==> src/rtl/aat_pkg.sv <==
// Shared types, constants and register map of the box transform block.
package aat_pkg;

  // Defaults for the top-level parameters.
  localparam int unsigned DEF_COORD_WIDTH = 32;
  localparam int unsigned DEF_FRAC_BITS   = 16;

  // Coefficients and translations are signed Q16.16 halves of 64-bit registers.
  localparam int unsigned COEF_W    = 32;
  localparam int unsigned CFG_W     = 64;
  localparam int unsigned NUM_REGS  = 6;
  localparam int unsigned CFG_IDX_W = 3;
  localparam int unsigned NUM_AXES  = 3;

  // Register map.
  localparam logic [CFG_IDX_W-1:0] REG_X_XY = 3'd0;
  localparam logic [CFG_IDX_W-1:0] REG_X_ZO = 3'd1;
  localparam logic [CFG_IDX_W-1:0] REG_Y_XY = 3'd2;
  localparam logic [CFG_IDX_W-1:0] REG_Y_ZO = 3'd3;
  localparam logic [CFG_IDX_W-1:0] REG_Z_XY = 3'd4;
  localparam logic [CFG_IDX_W-1:0] REG_Z_ZO = 3'd5;

  // Reset loads the identity transform.
  localparam logic [CFG_W-1:0] RST_X_XY = 64'h0000_0000_0001_0000;
  localparam logic [CFG_W-1:0] RST_X_ZO = 64'h0;
  localparam logic [CFG_W-1:0] RST_Y_XY = 64'h0001_0000_0000_0000;
  localparam logic [CFG_W-1:0] RST_Y_ZO = 64'h0;
  localparam logic [CFG_W-1:0] RST_Z_XY = 64'h0;
  localparam logic [CFG_W-1:0] RST_Z_ZO = 64'h0000_0000_0001_0000;

  // Load enables from the pipeline control to the lanes.
  typedef struct packed {
    logic prod;
    logic sum;
  } stage_en_t;

endpackage

==> src/rtl/aat_merge.sv <==
// Output stage: clamps the lane sums, gathers the overflow flag, holds the item.
module aat_merge import aat_pkg::*; #(
  parameter int unsigned COORD_WIDTH = DEF_COORD_WIDTH
) (
  input  logic                                              clk_i,
  input  logic                                              rst_ni,
  input  logic                                              sum_vld_i,
  output logic                                              sum_ready_o,
  input  logic [NUM_AXES-1:0][COEF_W+COORD_WIDTH+2-1:0]     smin_i,
  input  logic [NUM_AXES-1:0][COEF_W+COORD_WIDTH+2-1:0]     smax_i,
  output logic                                              out_vld_o,
  input  logic                                              out_ready_i,
  output logic [2*NUM_AXES-1:0][COORD_WIDTH-1:0]            bounds_o,
  output logic                                              sat_o
);

  localparam int unsigned SUM_W = COEF_W + COORD_WIDTH + 2;
  localparam int unsigned EXT_W = SUM_W - COORD_WIDTH + 1;

  localparam logic signed [SUM_W-1:0] SUM_HI =
    {{EXT_W{1'b0}}, {(COORD_WIDTH-1){1'b1}}};
  localparam logic signed [SUM_W-1:0] SUM_LO =
    {{EXT_W{1'b1}}, {(COORD_WIDTH-1){1'b0}}};
  localparam logic [COORD_WIDTH-1:0] OUT_HI = {1'b0, {(COORD_WIDTH-1){1'b1}}};
  localparam logic [COORD_WIDTH-1:0] OUT_LO = {1'b1, {(COORD_WIDTH-1){1'b0}}};

  logic                                       vld_q;
  logic [2*NUM_AXES-1:0][COORD_WIDTH-1:0]     bounds_d, bounds_q;
  logic                                       sat_d, sat_q;

  always_comb begin
    logic signed [SUM_W-1:0] s;
    sat_d = 1'b0;
    for (int b = 0; b < 2*NUM_AXES; b++) begin
      s = (b < NUM_AXES) ? smin_i[b % NUM_AXES] : smax_i[b % NUM_AXES];
      if (s > SUM_HI) begin
        bounds_d[b] = OUT_HI;
        sat_d       = 1'b1;
      end else if (s < SUM_LO) begin
        bounds_d[b] = OUT_LO;
        sat_d       = 1'b1;
      end else begin
        bounds_d[b] = s[COORD_WIDTH-1:0];
      end
    end
  end

  assign sum_ready_o = !vld_q || out_ready_i;

  always_ff @(posedge clk_i or negedge rst_ni) begin
    if (!rst_ni) begin
      vld_q <= 1'b0;
    end else if (sum_ready_o) begin
      vld_q <= sum_vld_i;
    end
  end

  always_ff @(posedge clk_i) begin
    if (sum_ready_o && sum_vld_i) begin
      bounds_q <= bounds_d;
      sat_q    <= sat_d;
    end
  end

  assign out_vld_o = vld_q;
  assign bounds_o  = bounds_q;
  assign sat_o     = sat_q;

endmodule

==> config.mk <==
export PLATFORM = sky130hd
export DESIGN_NAME = aat_merge
export DESIGN_NICKNAME = d
export VERILOG_FILES = /design/src/rtl/aat_pkg.sv /design/src/rtl/aat_merge.sv
export SDC_FILE = /design/constraint.sdc
export NUM_CORES = 1
export LEC_CHECK = 0
export BUFFER_PORTS_ARGS = -buffer_cell sky130_fd_sc_hd__buf_2
export CORE_AREA = 2 2 229 231
export CTS_BUF_LIST = sky130_fd_sc_hd__clkbuf_8
export CTS_CLUSTER_DIAMETER = 30
export CTS_CLUSTER_SIZE = 40
export DETAILED_ROUTE_END_ITERATION = 12
export DIE_AREA = 0 0 231 233
export PLACE_DENSITY = 0.39
export SLEW_MARGIN = 20
export SYNTH_ARGS = -nofsm -noshare
export SYNTH_HDL_FRONTEND = slang
export SYNTH_SLANG_ARGS = --single-unit
export TNS_END_PERCENT = 20
==> constraint.sdc <==
create_clock -name clk_i -period 14.28 [get_ports clk_i]
set_input_delay 1.428 -clock clk_i [delete_from_list [all_inputs] [get_ports clk_i]]
set_output_delay 1.428 -clock clk_i [all_outputs]
set_load 0.05 [all_outputs]
* Word-level counts from Yosys, hierarchy flattened
Cells that the tools add are included.
** Storage, ports and cells
- Bits in registers :: 194
- Input bits :: 400
- Output and inout port bits :: 195
** Operators by class
- Order comparisons :: 12
- Multiplexer cells :: 7
- Reduce and logical (&&, ||, !) cells :: 4
** Operator list (number)
- $gt 66x32->1 const B :: 6
- $lt 66x32->1 const B :: 6
- $mux 32 :: 6
- $reduce_or 11->1 :: 1
- $logic_and 1x1->1 :: 1
- $logic_not 1->1 :: 1
- $logic_or 1x1->1 :: 1
- $mux 1 :: 1

* Depth between registers and ports, before layout
Gate-level depths: netlist (run 1).
- Depth in word-level cells :: 3
- Mapped depth :: 6
- Gate-level depth less buffers :: 5

* Least setup slack after synthesis (run 1)
OpenSTA, ideal clock, no wires.
- Path type :: input port to flip-flop
- Start point :: input out_ready_i
- End point :: register bounds_q (netlist bit bounds_o[0]), enable pin
- Setup time :: 0.576 ns
- Data arrival time :: 6.359 ns
- Data required time :: 13.704 ns
- Setup slack :: 7.345 ns
- Stages on the path :: 2
- Buffers on the path :: 0
- Path through :: nand2b_1 -> and2_1
** On the way
- Cells in the longest elaborated chain, start to end :: 2
** RTL lines
- start, declared :: RTL line aat_merge.sv:12 : input logic out_ready_i,
- $logic_or 1x1->1 :: RTL line aat_merge.sv:48 : assign sum_ready_o = !vld_q || out_ready_i;
- $logic_and 1x1->1 :: RTL line aat_merge.sv:59 : if (sum_ready_o && sum_vld_i) begin
- end signal, assigned :: RTL line aat_merge.sv:60 : bounds_q <= bounds_d;
- end, declared :: RTL line aat_merge.sv:28 : logic [2*NUM_AXES-1:0][COORD_WIDTH-1:0] bounds_d, bounds_q;
Every way passes these cells.
A chain may end at the register's enable or synchronous reset.

* Worst setup path in the final report (run 1)
- Start point :: input out_ready_i
- End point :: output sum_ready_o
** On the way
- Cells in the longest elaborated chain, start to end :: 1
** RTL lines
- $logic_or 1x1->1 :: RTL line aat_merge.sv:48
- end, declared :: RTL line aat_merge.sv:8 : output logic sum_ready_o,
Every way passes these cells.

==> results of run 1 <==
-- layout by cell type, fill, tap and decap left out --
cell type | synthesis | layout
edfxtp_1 | 193 | 193
and4_1 | 6 | 6
inv_6 | 0 | 4
nand2b_1 | 2 | 2
nand2_1 | 378 | 378
a41o_1 | 6 | 5
a41o_2 | 0 | 1
and3_1 | 6 | 6
nor4_1 | 48 | 48
nand4_1 | 51 | 51
clkinv_2 | 0 | 1
clkinv_1 | 0 | 2
dfrtp_1 | 1 | 1
bufinv_16 | 0 | 2
buf_2 | 18 | 594
or4_1 | 6 | 6
clkinv_8 | 0 | 1
or3_1 | 7 | 7
o41ai_4 | 0 | 6
nor3_1 | 6 | 6
clkinvlp_4 | 0 | 2
diode_2 | 0 | 5
inv_8 | 0 | 3
and2_4 | 0 | 1
buf_4 | 0 | 14
clkbuf_8 | 0 | 17
-- final cells by class --
type / instances / area, µm²
repair buffers: 608 / 3080
multi-input cells: 523 / 2490
clock buffers: 17 / 234
fillers: 5662 / 38400
well taps: 680 / 851
flip-flops and latches: 194 / 5820
diodes: 5 / 12.5
clock inverters: 15 / 173
-- stage by stage --
| stage | area, µm² | total power [W] | cells |
|---|---|---|---|
| after floorplan | 8420 | 0.000854 | 759 |
| after global placement | 12200 | 0.000974 | 2005 |
| after detailed placement | 12200 | 0.000974 | 2005 |
| after CTS | 12700 | 0.00139 | 2037 |
| after global routing | 12700 | 0.00142 | 2042 |
| final | 12700 | 0.00135 | 2042 |
-- Yosys cell counts, drive strengths merged --
master | instances | share of area
nand2b | 2 | 0.0015
and4 | 6 | 0.0062
nand4 | 51 | 0.038
a41o | 6 | 0.0071
or4 | 6 | 0.0053
or3 | 7 | 0.0052
dfrtp | 1 | 0.0030
edfxtp | 193 | 0.69
nor3 | 6 | 0.0036
clkbuf | 6 | 0.0027
o41ai | 6 | 0.012
nor4 | 48 | 0.036
nand2 | 378 | 0.17
and2 | 1 | 0.00074
and3 | 6 | 0.0045
buf | 36 | 0.019
-- worst max path at each step --
stage | depth (start not counted) | endpoint
6_report | 3 | sum_ready_o
5_1_grt | 3 | sum_ready_o
4_1_cts | 3 | sum_ready_o
3_5_place_dp | 7 | sat_o$_SDFFCE_PP1P_
3_3_place_gp | 7 | sat_o$_SDFFCE_PP1P_
2_1_floorplan | 2 | bounds_o[0]$_SDFFCE_PN1P_
-- power groups by stage --
stage | registers, W | clock network, W | logic, W
4_1_cts | 0.000674 | 0.000425 | 0.000288
5_1_grt | 0.000677 | 0.000437 | 0.000304
6_report | 0.000674 | 0.000394 | 0.000282
3_5_place_dp | 0.000687 | 0 | 0.000287
3_3_place_gp | 0.000686 | 0 | 0.000287
2_1_floorplan | 0.000800 | 0 | 0.0000539
-- flip-flops by register name, indices dropped and copies added (netlist names) --
name       flops
bounds_o     192
out_vld_o      1
sat_o          1
-- logic make-up (layout without fill, tap and decap cells) --
| family | count (synthesis) | count (layout) | share of synthesized area |
|---|---|---|---|
| AND/OR/NAND/NOR | 511 | 511 | 0.269 |
| flip-flops | 194 | 194 | 0.691 |
| AO/OA/AOI/OAI | 12 | 12 | 0.0187 |
| buffers and inverters | 42 | 640 | 0.0214 |
| other | 0 | 5 | 0 |
-- layer usage --
layer	up-vias	GRT usage	part of all wire
li1	3917	-	-
met4	10	0.0391	0.018
met2	413	0.233	0.50
met1	3867	0.140	0.38
met5	-	0	0.0020
met3	50	0.0608	0.099
-- tightest hold or removal path, cell delays in order, from the launching register on --
cell,delay (ps)
dfrtp_1,360
nand2b_1,80
nand2b_1,80
==> results.cfg, run 1 <==
[global_route]
grt_antenna_before_repair = 16
overflow = 0
grt_pass1_vias = 8323
grt_pass1_wl_um = 51400
grtUsageTotal = 0.132
grt_max_degree = 73

[clock_network]
cts_hold_buffers = 0
cts_inserted_buffers = 17
clkLatencyLatePin_ps = 550
cts.path.max_buffers = 2
clock_sinks = 194
post_cts_buffers = 0
cts_max_level = 4
cts_tree = yes
cts_resized = 0
clk_pin_slew_worst_paths_ps = 110
cts_root_buf = clkbuf_8

[worst_setup_path]
worstPathCellList = buf_2 -> nand2b_1 -> buf_2
cp_max_fo = 3
reg2regPathDepth = 4
r2r_end = bounds_o[11]$_SDFFCE_PN1P_
crit_arrival_ps = 1900
crit_buf_inv = 2
r2r_slack_ps = 11710
cp_top_family = buffers and inverters
cpMaxStageDelayCell = buf_2
crit_path_max_incr_delay_ps = 270
required_ps = 12850
rr_startpoint = out_vld_o$_DFFE_PN0N_
cp-start-kind = input pin
crit_top_cell = buf_2
crit_start = out_ready_i
crit_type = input pin to primary output
crit_path_end_kind = primary output

[synth]
ys_ff_latch = 194
yosys.cell_types.count = 17
postSynthAreaPerCell_um2 = 11.1
synthCells = 759
ys_seq_area_frac = 0.691
synth_fp_nets = 1159
synth.cell_area_um2 = 8420
yosysWarnings = 0

[die]
initial_core_util = 0.165
dieArea_um2 = 53800
die_h_um = 233
core_um2 = 51100
fp-row-count = 83
die_width_um = 231
pin_count = 595

[timing]
fin_worst_skew_ps = 11.6
fmax_ghz = 0.301
hold_viol_final = 0
finalSetupViolCount = 0
fin_crit_ps = 3330
layout_worst_path_cycle_share = 0.233
max_slew.worst_pin.slew_ps = 1040
setup_tns_ps = 0
max-slew-margin-rel = 0.309
holdWs_ps = 546
slew_violations = 0
fin_ws_ps = 10950
rsz0062_at_grt = no

[worst_hold_path]
min_path_type = flop to flop
whs_path_depth = 2
min_to = out_vld_o$_DFFE_PN0N_
hp-start = out_vld_o$_DFFE_PN0N_

[detailed_routing]
vias = 8257
wirelength_um = 36500
viasPerCell = 4.04
ant_nets = 0
drc = 0
firstDrtPassIters = 4
drt-initial-drc-count = 284
post_drt_wl_per_cell_um = 17.9

[place]
place.gp.congestion = 0.956
hpwl_um = 28700
dp_slack_ps = 10430
numPortBuffers = 594

[status]
outcome = completed

[power]
switching_share = 0.330
net-switching-power_w = 0.000445
p_comb_frac = 0.209
seq_power_share = 0.499
power-per-cell-area_nw_per_um2 = 107
leakage_nw = 5.63
internal-power_w = 0.000905
pwr-share-clk = 0.292
vdd.ir_drop.worst_v = 0.0000434

[finish]
nets = 1744
fin_util = 0.248
drive_above_1_share = 0.476
area_delta_synth_final_pct = 50.3

[job]
maxCapViolCount = 0
Note: power is estimated with default switching activity, not from simulation.
==> inputs of run 2 (changes only) <==
--- a/config.mk
+++ b/config.mk
@@ -5,14 +5,15 @@
 export SDC_FILE = /design/constraint.sdc
 export NUM_CORES = 1
 export LEC_CHECK = 0
+export ABC_AREA = 1
 export BUFFER_PORTS_ARGS = -buffer_cell sky130_fd_sc_hd__buf_2
-export CORE_AREA = 2 2 229 231
+export CORE_AREA = 2 2 234 236
 export CTS_BUF_LIST = sky130_fd_sc_hd__clkbuf_8
 export CTS_CLUSTER_DIAMETER = 30
 export CTS_CLUSTER_SIZE = 40
 export DETAILED_ROUTE_END_ITERATION = 12
-export DIE_AREA = 0 0 231 233
-export PLACE_DENSITY = 0.39
+export DIE_AREA = 0 0 236 238
+export PLACE_DENSITY = 0.41
 export SLEW_MARGIN = 20
 export SYNTH_ARGS = -nofsm -noshare
 export SYNTH_HDL_FRONTEND = slang
==> constraint.sdc (replaced) <==
create_clock -name clk_i -period 3.34 [get_ports clk_i]
set_input_delay 0.334 -clock clk_i [delete_from_list [all_inputs] [get_ports clk_i]]
set_output_delay 0.334 -clock clk_i [all_outputs]
set_load 0.05 [all_outputs]
==> results.cfg, run 2 <==
[synth]
yosysWarnings = 0
synth_edf_count = 193
ys_top_cells_by_count = 520 x nand2_1, 193 x edfxtp_1, 192 x nor2_1
postSynthAreaPerCell_um2 = 8.67
synth_top_area_frac = 0.587
netlist.top_cell.by_area = edfxtp_1
ys.flop_type = edfxtp_1
ys_seq_area_frac = 0.589
synth.cell_area_um2 = 9880
ys_ff_latch = 194
synth_most_common_cell = nand2_1
synth_fp_nets = 1540
synthTopCellsByArea = edfxtp_1 59%, nand2_1 20%, nor2_1 7.3%, nand2_2 3.2%, inv_1 1.7%
synthCells = 1140
yosys.cell_types.count = 28
synthArstFlopShare = 0.00515

[place]
place.gp.congestion = 0.903
place_inst = 2411
numPortBuffers = 594
hpwl_um = 34500
dp_slack_ps = 943

[worst_setup_path]
required_ps = 3630
crit_type = input pin to flop
crit_path_end_kind = flop
cp_max_fo = 31
cp-start-kind = input pin
crit_arrival_ps = 2630

[timing]
fin_ws_ps = 997
max-slew-margin-rel = 0.423
finalSetupViolCount = 0
fin_worst_skew_ps = 17.7
fmax_ghz = 0.427
max_slew.worst_pin.slew_ps = 864
slew_violations = 0
rsz0062_at_grt = no
hold_viol_final = 0
setup_tns_ps = 0
layout_worst_path_cycle_share = 0.701
holdWs_ps = 75.5
fin_crit_ps = 2340

[finish]
final_cell_mix = 594 x buf_2, 520 x nand2_1, 193 x edfxtp_1
layout_commonest_cell = buf_2
area_delta_synth_final_pct = 56.4
multi_input_comb_area_um2 = 3570
fillers = 5898
register_area_um2 = 5820
nets = 2277
final-instance-count-excl-fill = 2590
drive_above_1_share = 0.376
largest_reg_flops = 192

[detailed_routing]
viasPerCell = 3.97
drt-initial-drc-count = 378
firstDrtPassIters = 4
wirelength_um = 42900
drc = 0
vias = 10300
ant_nets = 0
post_drt_wl_per_cell_um = 16.6

[job]
maxCapViolCount = 0

[die]
core_um2 = 53500
die_h_um = 238
pin_count = 595
fp-row-count = 85
dieArea_um2 = 56200
initial_core_util = 0.185
die_width_um = 236

[clock_network]
cts_max_level = 4
cts_tree = yes
cts.path.max_buffers = 2
clock_sinks = 194
clkLatencyLatePin_ps = 560
cts_root_buf = clkbuf_8
cts_inserted_buffers = 17
clk_pin_slew_worst_paths_ps = 100

[global_route]
grt_pass1_wl_um = 63800
overflow = 0
grt_antenna_before_repair = 9
grt_max_degree = 52
grt_pass1_vias = 10700
grtUsageTotal = 0.152

[power]
p_comb_frac = 0.247
internal-power_w = 0.00396
power-per-cell-area_nw_per_um2 = 386
pwr-share-clk = 0.270
leakage_nw = 6.96
seq_power_share = 0.483
vdd.ir_drop.worst_v = 0.000260
net-switching-power_w = 0.00201
power_w = 0.00596
switching_share = 0.337

[status]
outcome = completed

[worst_hold_path]
min_path_type = input pin to flop
-- run 2: changes by cell type in the layout (fill, tap and decap cells not counted), moves of 29 or more --
cell	before	now
dlygate4sd3_1	0	143
nor2_1	0	192
nand4_1	51	22
nand2_2	0	50
nand2_1	378	520
nor4_1	48	0
inv_1	0	45
-- run 2: cells by family after synthesis --
group / after synthesis / share of synthesized area
flip-flops: 194 / 0.589
AND/OR/NAND/NOR: 855 / 0.360
buffers and inverters: 90 / 0.0508
AO/OA/AOI/OAI: 1 / 0.000506
-- run 2: worst max-delay path, stage by stage --
cell	delay (ps)
dlygate4sd3_1	570
buf_2	180
or2_0	200
nor2_1	80
nand2_1	140
nor2_1	200
nand2_1	80
nor3_2	260
nor2_2	100
inv_4	350
nand2_1	110
-- run 2: through the flow --
| step | utilization | cell area (µm²) |
|---|---|---|
| 2_1_floorplan | - | 9890 |
| 3_3_place_gp | 0.255 | 13600 |
| 3_5_place_dp | 0.255 | 13600 |
| 4_1_cts | 0.289 | 15400 |
| 5_1_grt | 0.289 | 15400 |
| 6_report | 0.289 | 15400 |
-- run 2: power by group through the flow --
| stage | Combinational, W | Clock (W) | Sequential, W |
|---|---|---|---|
| floorplan | 0.000334 | 0 | 0.00341 |
| global placement | 0.00135 | 0 | 0.00294 |
| detailed placement | 0.00136 | 0 | 0.00294 |
| CTS | 0.00150 | 0.00172 | 0.00288 |
| global route | 0.00159 | 0.00178 | 0.00289 |
| finish | 0.00147 | 0.00161 | 0.00288 |
-- run 2: final cells by class --
type                            instances  area share
Sequential cell                       194       0.377
Multi-Input combinational cell        856       0.231
Inverter                               48      0.0120
Timing Repair Buffer                  760       0.299
Antenna cell                            4    0.000648
Tap cell                              696      0.0564
Clock buffer                           18      0.0160
Clock inverter                         14     0.00850
-- run 2: final timing paths --
path                                       start                     endpoint  slack (ps)  cells past startpoint
setup / recovery                     smin_i[131]   bounds_o[32]$_SDFFCE_PN1P_        1000                     11
max in group asynchronous                 rst_ni        out_vld_o$_DFFE_PN0N_        2640                      3
hold / removal                       smin_i[141]   bounds_o[73]$_SDFFCE_PN1P_          80                      3
hold reg to reg            out_vld_o$_DFFE_PN0N_   bounds_o[57]$_SDFFCE_PN1P_         830                      1
min in group asynchronous                 rst_ni        out_vld_o$_DFFE_PN0N_         580                      3
setup reg to reg           out_vld_o$_DFFE_PN0N_  bounds_o[161]$_SDFFCE_PN1P_        1420                      2
-- run 2: routing by layer --
metal,vias up,global-route usage,part of all wire
li1,5108,-,-
met1,4739,0.169,0.40
met2,380,0.271,0.51
met3,59,0.0502,0.069
met4,6,0.0539,0.024
met5,-,0,0.00079
-- run 2: timing repair --
| action | 4_1_cts | 5_1_grt |
|---|---|---|
| resized for setup | 0 | 0 |
| buffers inserted | 0 | 0 |
| hold buffers | 143 | 0 |
| endpoints found under the hold margin | 141 | 0 |
